$ cat src/hdl/modexp_pkg.sv
// ----------------------------------------------------------------------------
// Modular exponentiation package
// Widths, constants and the command and status types shared by the
// controller and the datapath.
// ----------------------------------------------------------------------------
package modexp_pkg;

   localparam int DATA_WIDTH = 63;
   localparam int CNT_WIDTH  = $clog2(DATA_WIDTH);

   localparam logic [CNT_WIDTH-1:0]  CNT_LAST      = CNT_WIDTH'(DATA_WIDTH - 1);
   localparam logic [DATA_WIDTH-1:0] MODULUS_RESET = DATA_WIDTH'(1000000007);
   localparam logic [DATA_WIDTH-1:0] VALUE_ONE     = DATA_WIDTH'(1);

   localparam int REQ_TDATA_WIDTH = ((2 * DATA_WIDTH + 7) / 8) * 8;
   localparam int RSP_TDATA_WIDTH = ((DATA_WIDTH + 7) / 8) * 8;

   typedef enum logic [1:0] {
      OUT_ACC,
      OUT_ONE,
      OUT_ZERO
   } modexp_out_sel_type;

   typedef struct packed {
      logic               load;         // capture base and exponent, clear the work registers
      logic               reduce_step;  // one bit of reducing the base modulo the modulus
      logic               mul_start;    // load the multiplier with the running value
      logic               mul_sel_base; // multiplicand is the reduced base, else the running value
      logic               mul_step;     // one shift-add step of the modular product
      logic               mul_last;     // last step: the product replaces the running value
      logic               exp_shift;    // move to the next exponent bit
      logic               out_load;     // place the result in the output register
      modexp_out_sel_type out_sel;
   } modexp_cmd_type;

   typedef struct packed {
      logic exp_zero;
      logic mod_le_one;
      logic exp_msb;
      logic out_busy;
   } modexp_status_type;

endpackage

$ cat src/hdl/modexp_ctrl.sv
// ----------------------------------------------------------------------------
// Modular exponentiation controller
// Sequences base reduction, then one squaring and an optional multiply for
// every exponent bit from the top down, then hands the result out.
// ----------------------------------------------------------------------------
module modexp_ctrl
   import modexp_pkg::*;
(
   input  logic              clock,
   input  logic              reset,
   input  logic              req_tvalid,
   output logic              req_tready,
   input  modexp_status_type status,
   output modexp_cmd_type    cmd
);

   typedef enum logic [2:0] {
      ST_IDLE,
      ST_CHECK,
      ST_REDUCE,
      ST_SQ_LOAD,
      ST_SQUARE,
      ST_MUL_LOAD,
      ST_MULTIPLY,
      ST_DONE
   } state_type;

   state_type          state_ff, state_in;
   logic [CNT_WIDTH-1:0] step_cnt_ff, step_cnt_in;
   logic [CNT_WIDTH-1:0] bit_cnt_ff, bit_cnt_in;
   modexp_out_sel_type out_sel_ff, out_sel_in;
   logic               req_ready_ff, req_ready_in;

   logic step_last;
   logic bit_last;

   assign step_last  = (step_cnt_ff == CNT_LAST);
   assign bit_last   = (bit_cnt_ff == CNT_LAST);
   assign req_tready = req_ready_ff;

   always_comb begin
      state_in     = state_ff;
      step_cnt_in  = step_cnt_ff;
      bit_cnt_in   = bit_cnt_ff;
      out_sel_in   = out_sel_ff;
      req_ready_in = req_ready_ff;
      cmd          = '0;
      cmd.out_sel  = out_sel_ff;

      case (state_ff)
         ST_IDLE: begin
            req_ready_in = 1'b1;
            if (req_tvalid && req_ready_ff) begin
               cmd.load     = 1'b1;
               req_ready_in = 1'b0;
               state_in     = ST_CHECK;
            end
         end
         ST_CHECK: begin
            step_cnt_in = '0;
            bit_cnt_in  = '0;
            if (status.exp_zero) begin
               out_sel_in = OUT_ONE;
               state_in   = ST_DONE;
            end else if (status.mod_le_one) begin
               out_sel_in = OUT_ZERO;
               state_in   = ST_DONE;
            end else begin
               out_sel_in = OUT_ACC;
               state_in   = ST_REDUCE;
            end
         end
         ST_REDUCE: begin
            cmd.reduce_step = 1'b1;
            step_cnt_in     = step_cnt_ff + 1'b1;
            if (step_last) begin
               state_in = ST_SQ_LOAD;
            end
         end
         ST_SQ_LOAD: begin
            cmd.mul_start = 1'b1;
            step_cnt_in   = '0;
            state_in      = ST_SQUARE;
         end
         ST_SQUARE: begin
            cmd.mul_step = 1'b1;
            step_cnt_in  = step_cnt_ff + 1'b1;
            if (step_last) begin
               cmd.mul_last = 1'b1;
               if (status.exp_msb) begin
                  state_in = ST_MUL_LOAD;
               end else begin
                  cmd.exp_shift = 1'b1;
                  bit_cnt_in    = bit_cnt_ff + 1'b1;
                  state_in      = bit_last ? ST_DONE : ST_SQ_LOAD;
               end
            end
         end
         ST_MUL_LOAD: begin
            cmd.mul_start    = 1'b1;
            cmd.mul_sel_base = 1'b1;
            step_cnt_in      = '0;
            state_in         = ST_MULTIPLY;
         end
         ST_MULTIPLY: begin
            cmd.mul_step     = 1'b1;
            cmd.mul_sel_base = 1'b1;
            step_cnt_in      = step_cnt_ff + 1'b1;
            if (step_last) begin
               cmd.mul_last  = 1'b1;
               cmd.exp_shift = 1'b1;
               bit_cnt_in    = bit_cnt_ff + 1'b1;
               state_in      = bit_last ? ST_DONE : ST_SQ_LOAD;
            end
         end
         ST_DONE: begin
            if (!status.out_busy) begin
               cmd.out_load = 1'b1;
               state_in     = ST_IDLE;
            end
         end
         default: begin
            state_in = ST_IDLE;
         end
      endcase
   end

   always_ff @(posedge clock) begin
      if (reset) begin
         state_ff     <= ST_IDLE;
         req_ready_ff <= 1'b0;
         step_cnt_ff  <= '0;
         bit_cnt_ff   <= '0;
         out_sel_ff   <= OUT_ACC;
      end else begin
         state_ff     <= state_in;
         req_ready_ff <= req_ready_in;
         step_cnt_ff  <= step_cnt_in;
         bit_cnt_ff   <= bit_cnt_in;
         out_sel_ff   <= out_sel_in;
      end
   end

endmodule

$ cat src/hdl/modexp_dpath.sv
// ----------------------------------------------------------------------------
// Modular exponentiation datapath
// Holds the modulus, the operands, the running value and the shift-add
// modular multiplier, and drives the output register.
// ----------------------------------------------------------------------------
module modexp_dpath
   import modexp_pkg::*;
(
   input  logic                  clock,
   input  logic                  reset,
   input  logic                  csr_we,
   input  logic [DATA_WIDTH-1:0] csr_wdata,
   input  logic [DATA_WIDTH-1:0] in_base,
   input  logic [DATA_WIDTH-1:0] in_power,
   input  modexp_cmd_type        cmd,
   output modexp_status_type     status,
   output logic                  out_valid,
   input  logic                  out_ready,
   output logic [DATA_WIDTH-1:0] out_residue
);

   logic [DATA_WIDTH-1:0] modulus_ff;
   logic [DATA_WIDTH-1:0] base_ff;     // raw base, shifted out MSB first during reduction
   logic [DATA_WIDTH-1:0] exp_ff;      // exponent, current bit at the top
   logic [DATA_WIDTH-1:0] red_ff;      // reduced base once reduction is over
   logic [DATA_WIDTH-1:0] acc_ff;      // running value of the exponentiation
   logic [DATA_WIDTH-1:0] prod_ff;     // partial modular product
   logic [DATA_WIDTH-1:0] mul_y_ff;    // multiplier bits, MSB first
   logic [DATA_WIDTH-1:0] out_data_ff;
   logic                  out_valid_ff;

   logic [DATA_WIDTH:0]   red_shift;
   logic [DATA_WIDTH:0]   red_diff;
   logic [DATA_WIDTH-1:0] red_in;

   logic [DATA_WIDTH-1:0] mul_x;
   logic [DATA_WIDTH+1:0] mul_sum;
   logic [DATA_WIDTH+1:0] mul_m1;
   logic [DATA_WIDTH+1:0] mul_m2;
   logic [DATA_WIDTH-1:0] prod_in;
   logic [DATA_WIDTH-1:0] out_data_in;

   // Remainder by long division: shift in one base bit, subtract once.
   assign red_shift = {red_ff, base_ff[DATA_WIDTH-1]};
   assign red_diff  = red_shift - {1'b0, modulus_ff};
   assign red_in    = (red_shift >= {1'b0, modulus_ff}) ? red_diff[DATA_WIDTH-1:0]
                                                        : red_shift[DATA_WIDTH-1:0];

   // Partial product and multiplicand stay below the modulus, so twice the one plus
   // the other is below three moduli and one of three candidates is the reduced value.
   assign mul_x   = cmd.mul_sel_base ? red_ff : acc_ff;
   assign mul_sum = {1'b0, prod_ff, 1'b0}
                  + (mul_y_ff[DATA_WIDTH-1] ? {2'b00, mul_x} : '0);
   assign mul_m1  = {2'b00, modulus_ff};
   assign mul_m2  = {1'b0, modulus_ff, 1'b0};

   always_comb begin
      if (mul_sum >= mul_m2) begin
         prod_in = DATA_WIDTH'(mul_sum - mul_m2);
      end else if (mul_sum >= mul_m1) begin
         prod_in = DATA_WIDTH'(mul_sum - mul_m1);
      end else begin
         prod_in = mul_sum[DATA_WIDTH-1:0];
      end
   end

   always_comb begin
      case (cmd.out_sel)
         OUT_ACC:  out_data_in = acc_ff;
         OUT_ONE:  out_data_in = VALUE_ONE;
         OUT_ZERO: out_data_in = '0;
         default:  out_data_in = '0;
      endcase
   end

   always_ff @(posedge clock) begin
      if (reset) begin
         modulus_ff   <= MODULUS_RESET;
         out_valid_ff <= 1'b0;
      end else begin
         if (csr_we) begin
            modulus_ff <= csr_wdata;
         end
         if (cmd.out_load) begin
            out_valid_ff <= 1'b1;
         end else if (out_ready) begin
            out_valid_ff <= 1'b0;
         end
      end
   end

   always_ff @(posedge clock) begin
      if (cmd.load) begin
         base_ff <= in_base;
         exp_ff  <= in_power;
         red_ff  <= '0;
         acc_ff  <= VALUE_ONE;
      end else begin
         if (cmd.reduce_step) begin
            base_ff <= {base_ff[DATA_WIDTH-2:0], 1'b0};
            red_ff  <= red_in;
         end
         if (cmd.exp_shift) begin
            exp_ff <= {exp_ff[DATA_WIDTH-2:0], 1'b0};
         end
         if (cmd.mul_last) begin
            acc_ff <= prod_in;
         end
      end

      if (cmd.mul_start) begin
         prod_ff  <= '0;
         mul_y_ff <= acc_ff;
      end else if (cmd.mul_step) begin
         prod_ff  <= prod_in;
         mul_y_ff <= {mul_y_ff[DATA_WIDTH-2:0], 1'b0};
      end

      if (cmd.out_load) begin
         out_data_ff <= out_data_in;
      end
   end

   assign status.exp_zero   = (exp_ff == '0);
   assign status.mod_le_one = (modulus_ff <= VALUE_ONE);
   assign status.exp_msb    = exp_ff[DATA_WIDTH-1];
   assign status.out_busy   = out_valid_ff && !out_ready;

   assign out_valid   = out_valid_ff;
   assign out_residue = out_data_ff;

endmodule

$ cat src/hdl/modular_exponentiation.sv
// ----------------------------------------------------------------------------
// Modular exponentiation
// Computes base_value to the power, modulo the configured modulus, by
// square-and-multiply with a bit-serial modular multiplier.
// ----------------------------------------------------------------------------
// Usage:
//   The request channel carries base_value and power; the response channel
//   returns one residue per request. The user is to write the modulus through
//   csr_we and csr_wdata only while the block is idle; the block itself does
//   not enforce this. The modulus resets to 1000000007. One item is in work at
//   a time. The base is first reduced, one bit at a time; then every exponent
//   bit, from the top down, gets a squaring and, when the bit is one, a
//   multiply. The bit-serial multiplier takes one multiplier bit per cycle.
//   A zero exponent or a modulus of zero or one returns without these steps.
//   The result sits in an output register; a new request is taken while it
//   waits, and a finished item waits for it to drain if the receiver stalls.
//   Reset is synchronous: it drops req_tready and rsp_tvalid and restores
//   the modulus; req_tready rises in the cycle after reset is released.
// ----------------------------------------------------------------------------
module modular_exponentiation
   import modexp_pkg::*;
(
   input  logic                       clock,
   input  logic                       reset,
   input  logic                       csr_we,
   input  logic [DATA_WIDTH-1:0]      csr_wdata,      // modulus
   input  logic                       req_tvalid,
   output logic                       req_tready,
   input  logic [REQ_TDATA_WIDTH-1:0] req_tdata,      // base_value, power, zero fill
   output logic                       rsp_tvalid,
   input  logic                       rsp_tready,
   output logic [RSP_TDATA_WIDTH-1:0] rsp_tdata       // residue, zero fill
);

   modexp_cmd_type        cmd;
   modexp_status_type     status;
   logic [DATA_WIDTH-1:0] residue;

   modexp_ctrl u_ctrl (
      .clock      (clock),
      .reset      (reset),
      .req_tvalid (req_tvalid),
      .req_tready (req_tready),
      .status     (status),
      .cmd        (cmd)
   );

   modexp_dpath u_dpath (
      .clock       (clock),
      .reset       (reset),
      .csr_we      (csr_we),
      .csr_wdata   (csr_wdata),
      .in_base     (req_tdata[DATA_WIDTH-1:0]),
      .in_power    (req_tdata[2*DATA_WIDTH-1:DATA_WIDTH]),
      .cmd         (cmd),
      .status      (status),
      .out_valid   (rsp_tvalid),
      .out_ready   (rsp_tready),
      .out_residue (residue)
   );

   assign rsp_tdata = RSP_TDATA_WIDTH'(residue);

endmodule

$ cat config.mk
export PLATFORM = sky130hd
export DESIGN_NAME = modular_exponentiation
export DESIGN_NICKNAME = d
export VERILOG_FILES = /design/src/hdl/modexp_pkg.sv /design/src/hdl/modexp_ctrl.sv /design/src/hdl/modexp_dpath.sv /design/src/hdl/modular_exponentiation.sv
export SDC_FILE = /design/constraint.sdc
export NUM_CORES = 2
export LEC_CHECK = 0
export BUFFER_PORTS_ARGS = -buffer_cell sky130_fd_sc_hd__buf_2
export CAP_MARGIN = 20
export CORE_MARGIN = 5
export CORE_UTILIZATION = 30
export CTS_CLUSTER_DIAMETER = 100
export DETAILED_ROUTE_END_ITERATION = 10
export PLACE_DENSITY_LB_ADDON = 0.3
export REMOVE_ABC_BUFFERS = 1
export SYNTH_ARGS = -nofsm -noshare
export SYNTH_HDL_FRONTEND = slang
export SYNTH_SLANG_ARGS = --single-unit
$ cat constraint.sdc
create_clock -name clock -period 6.57 [get_ports clock]
set_input_delay 0.657 -clock clock [delete_from_list [all_inputs] [get_ports clock]]
set_output_delay 0.657 -clock clock [all_outputs]
set_load 0.1 [all_outputs]
==> flow_metrics.tcl <==
set metrics [dict create \
    utilization 0.4123 \
    global_route.usage.total 0.2277 \
    critical_path_required_ns 7.12 \
    clk-insertion-delay-late_ns 0.67 \
    detailedPlacementHpwl_mm 120.7 \
    grt_pass1_vias 37140 \
    place_ws_ns -0.7091 \
    worst_slack_ns -0.1375 \
    ir_worst_vdd_mv 0.3376 \
    fp.coreArea_sq_um 123600 \
    io_pins 262 \
    clock-skew-final_ns 0.04766 \
    drtIter0Drc 3450 \
    total_die_area_sq_um 131600 \
    timing.final.setup_violations 89 \
    post-place-cells 7037 \
    tritonroute_pass_1_iters 5 \
    max_cap_viol_count 0 \
    layout-area-overhead-vs-synth_pct 36.60 \
    post_drt_via_cell_ratio 5.347 \
    worst_ep_arrival_time_ns 7.26 \
    met1_length_mm 71.75 \
    ys_types 87 \
    crit_path_max_fanout 14 \
    wl_met3_mm 12.07 \
    die_x_microns 362.7 \
    cpPeakStageDelay_ns 0.58 \
    synth.cell_area_sq_um 37320 \
    wl_per_cell_microns 21.94 \
    finalHoldViolations 0 \
    drive_gt1_frac 0.2779 \
    globalplace.congestion 0.9639 \
    layout_min_cycle_time_ns 6.708 \
    worst-slew-pin-transition_ns 1.093 \
    final.fill_count 12610 \
    route.antenna.remaining_nets 0 \
    clockRootBuffer "sky130_fd_sc_hd__clkbuf_16" \
    ys_warn_count 0 \
    routed-wl-met2_mm 69.84 \
    grt_overflow 0 \
    synth.yosys.seq_area_share 0.3481 \
    cts.htree.levels 3 \
    maxSlewHeadroom 0.2645 \
    criticalPathCategory "flip-flop to flip-flop" \
    cts_tree "built" \
    cts_buffer_count 67 \
    grt_setup_unrepaired "true" \
    cts.path.max_buffers 3 \
    synth_top_flop_cell "sky130_fd_sc_hd__dfxtp_1" \
    fin_tns_setup_ns -4.995 \
    clock-sinks 523 \
    power.density_nw_per_um2 587.0 \
    routed_wirelength_mm 159.3 \
    floorplan.initialDensity 0.3019 \
    static-leakage-power_nw 22.42 \
    die_y_microns 362.7 \
    fin_cells 7260 \
    critical_path.endpoint_type "flip-flop" \
    post-route-drc-count 0 \
    hp-class "input port to flip-flop" \
    fmax_mhz 149.1 \
    start_kind "flip-flop" \
    port_buffers 258 \
    syn_avg_cell_area_sq_um 8.061 \
    finish.net_count 6007 \
    number_of_enable_type_register_cells_in_the_synthesized_netlist 252 \
    startpoint_of_the_tightest_hold_check_path "csr_wdata[11]" \
    critical_path.slowest_cell "sky130_fd_sc_hd__or4_4" \
    top_signal_layer_used "met5" \
    vias 38820 \
    critical_path.startpoint "u_ctrl.state_ff[1]" \
    synth_cells 4630 \
    final_cycle_share 1.021 \
    report.power.total_mw 29.92 \
    antenna_found_initial 38 \
    crit_top_cell "sky130_fd_sc_hd__buf_4" \
    async_flop_share 0 \
    postSynthRegisterBits 523 \
    crit-reg2reg-launch "u_ctrl.state_ff[1]" \
    grt_pass1_wl_mm 231.3 \
    result_of_the_run "complete, but fails checks" \
    clk_pin_slew_worst_paths_ns 0.06 \
    rows 129 \
    grt_max_degree 96 \
    slew_violations 0 \
    failed_checks "setup timing" \
]
==> final timing paths <==
| check | endpoint | slack (ns) | cells after the start |
|---|---|---|---|
| setup / recovery | u_dpath.prod_ff[11] | -0.14 | 34 |
| hold / removal | u_dpath.modulus_ff[11] | 0.23 | 3 |
| setup reg to reg | u_dpath.prod_ff[11] | -0.14 | 34 |
| hold reg to reg | u_dpath.prod_ff[8] | 0.46 | 2 |
==> flip-flops by register name, summed over array words and instances, names as in the netlist <==
register	count
u_ctrl.out_sel_ff	2
u_dpath.acc_ff	63
u_dpath.exp_ff	63
u_dpath.base_ff	63
u_dpath.red_ff	63
u_ctrl.req_tready	1
u_ctrl.bit_cnt_ff	6
u_ctrl.step_cnt_ff	6
u_dpath.mul_y_ff	63
u_dpath.prod_ff	63
u_dpath.out_valid	1
u_dpath.out_residue	63
u_ctrl.state_ff	3
u_dpath.modulus_ff	63
==> report_power, final <==
| group | internal (mW) | switching, mW |
|---|---|---|
| logic | 9.39 | 11.8 |
| registers | 4.47 | 0.493 |
| clock network | 2.16 | 1.63 |
| total | 16.0 | 13.9 |
==> layout make-up <==
cell class | count | area, sq um | share of cell area
multi-input combinational | 3732 | 24840 | 0.4873
sequential | 523 | 13000 | 0.2549
timing repair buffer | 1098 | 8305 | 0.1629
tap | 1637 | 2048 | 0.04018
clock buffer | 89 | 1861 | 0.03650
inverter | 130 | 488.0 | 0.009572
clock inverter | 34 | 397.9 | 0.007805
antenna | 17 | 42.54 | 0.0008345
==> layer usage <==
| metal | up-vias | track usage |
|---|---|---|
| li1 | 18490 | - |
| met1 | 18610 | 0.3175 |
| met2 | 1397 | 0.3566 |
| met3 | 292 | 0.04289 |
| met4 | 32 | 0.07147 |
| met5 | - | 0 |
==> placed cells by master, fill, tap and decap left out, types with 36 or more instances in the layout <==
cell type	n
sky130_fd_sc_hd__nor2b_1	42
sky130_fd_sc_hd__ha_1	239
sky130_fd_sc_hd__o21ai_1	48
sky130_fd_sc_hd__nand3_1	97
sky130_fd_sc_hd__a21boi_0	46
sky130_fd_sc_hd__clkbuf_16	73
sky130_fd_sc_hd__and2_1	80
sky130_fd_sc_hd__nor4_1	39
sky130_fd_sc_hd__nand2_1	998
sky130_fd_sc_hd__o21a_1	44
sky130_fd_sc_hd__buf_4	758
sky130_fd_sc_hd__mux2i_1	64
sky130_fd_sc_hd__edfxtp_1	252
sky130_fd_sc_hd__a21oi_1	293
sky130_fd_sc_hd__nor3_1	44
sky130_fd_sc_hd__o21bai_1	52
sky130_fd_sc_hd__and3_1	36
sky130_fd_sc_hd__xnor2_1	125
sky130_fd_sc_hd__o21ai_0	207
sky130_fd_sc_hd__a31oi_1	41
sky130_fd_sc_hd__dfxtp_1	269
sky130_fd_sc_hd__xor2_1	98
sky130_fd_sc_hd__inv_1	127
sky130_fd_sc_hd__nor2_1	246
sky130_fd_sc_hd__a21oi_2	48
sky130_fd_sc_hd__buf_2	258
sky130_fd_sc_hd__a21o_1	128
sky130_fd_sc_hd__a22o_1	68
sky130_fd_sc_hd__nand4_1	74
sky130_fd_sc_hd__o211ai_1	44
==> worst max-delay path, delay by kind of cell, from the launching register on <==
kind,cells,cell delay [ns]
AOI/OAI and AO/OA,14,2.39
xor gates and xnor gates,2,0.38
adders and majority gates,2,0.62
buffers and inverters,10,1.56
DFF,1,0.34
and+or+nand+nor,6,1.28
==> kinds of logic (layout without fill, tap and decap cells) <==
group / count (synthesis) / after routing / share of synthesized area
compound gates: 1304 / 1304 / 0.2257
xor+xnor: 240 / 240 / 0.05652
fa+ha+maj: 259 / 259 / 0.08764
buf+inv: 377 / 1351 / 0.03976
flops: 523 / 523 / 0.3481
mux: 88 / 88 / 0.02407
other cells: 1 / 18 / 0.0001005
simple gates: 1838 / 1840 / 0.2181
==> repair_timing <==
action                                 4_1_cts  5_1_grt
resized for setup                          172      365
pin swaps                                   56      133
hold buffers                                 0        0
buffers inserted                            32       51
endpoints found under the hold margin        0        0
setup endpoints to repair                  126      126
cloned                                       5        7
==> cell usage after synthesis (14+ instances only) <==
library cell | instances | area share
sky130_fd_sc_hd__clkbuf_1 | 201 | 0.020
sky130_fd_sc_hd__nand4_1 | 74 | 0.012
sky130_fd_sc_hd__buf_2 | 27 | 0.0036
sky130_fd_sc_hd__nor3_1 | 58 | 0.0078
sky130_fd_sc_hd__a21oi_1 | 347 | 0.047
sky130_fd_sc_hd__xnor2_1 | 135 | 0.032
sky130_fd_sc_hd__nor4_1 | 42 | 0.0070
sky130_fd_sc_hd__a21o_1 | 129 | 0.026
sky130_fd_sc_hd__a211oi_1 | 37 | 0.0074
sky130_fd_sc_hd__inv_1 | 129 | 0.013
sky130_fd_sc_hd__xor2_1 | 104 | 0.024
sky130_fd_sc_hd__a32oi_1 | 14 | 0.0033
sky130_fd_sc_hd__mux2i_1 | 77 | 0.021
sky130_fd_sc_hd__o211ai_1 | 44 | 0.0089
sky130_fd_sc_hd__nand3_1 | 106 | 0.014
sky130_fd_sc_hd__a22o_1 | 68 | 0.016
sky130_fd_sc_hd__nor2b_1 | 43 | 0.0072
sky130_fd_sc_hd__and2_1 | 88 | 0.015
sky130_fd_sc_hd__o21a_1 | 48 | 0.0097
sky130_fd_sc_hd__o31ai_1 | 21 | 0.0042
sky130_fd_sc_hd__or3_1 | 14 | 0.0023
sky130_fd_sc_hd__ha_1 | 255 | 0.085
sky130_fd_sc_hd__nand2_1 | 1019 | 0.10
sky130_fd_sc_hd__edfxtp_1 | 252 | 0.20
sky130_fd_sc_hd__o21bai_1 | 53 | 0.011
sky130_fd_sc_hd__and3_1 | 36 | 0.0060
sky130_fd_sc_hd__a21boi_0 | 69 | 0.014
sky130_fd_sc_hd__nor2_1 | 280 | 0.028
sky130_fd_sc_hd__o21ai_0 | 283 | 0.038
sky130_fd_sc_hd__nand2b_1 | 32 | 0.0054
sky130_fd_sc_hd__a31oi_1 | 59 | 0.0099
sky130_fd_sc_hd__dfxtp_1 | 271 | 0.15
==> metrics by stage <==
stage	hold slack (ns)	area (sq um)
global route	0.2154	50950
finish	0.2250	50980
detailed placement	0.4542	45620
floorplan	0.4243	36320
global placement	0.4472	45620
CTS	0.1792	48980
Power figures use the tool's default switching activity.
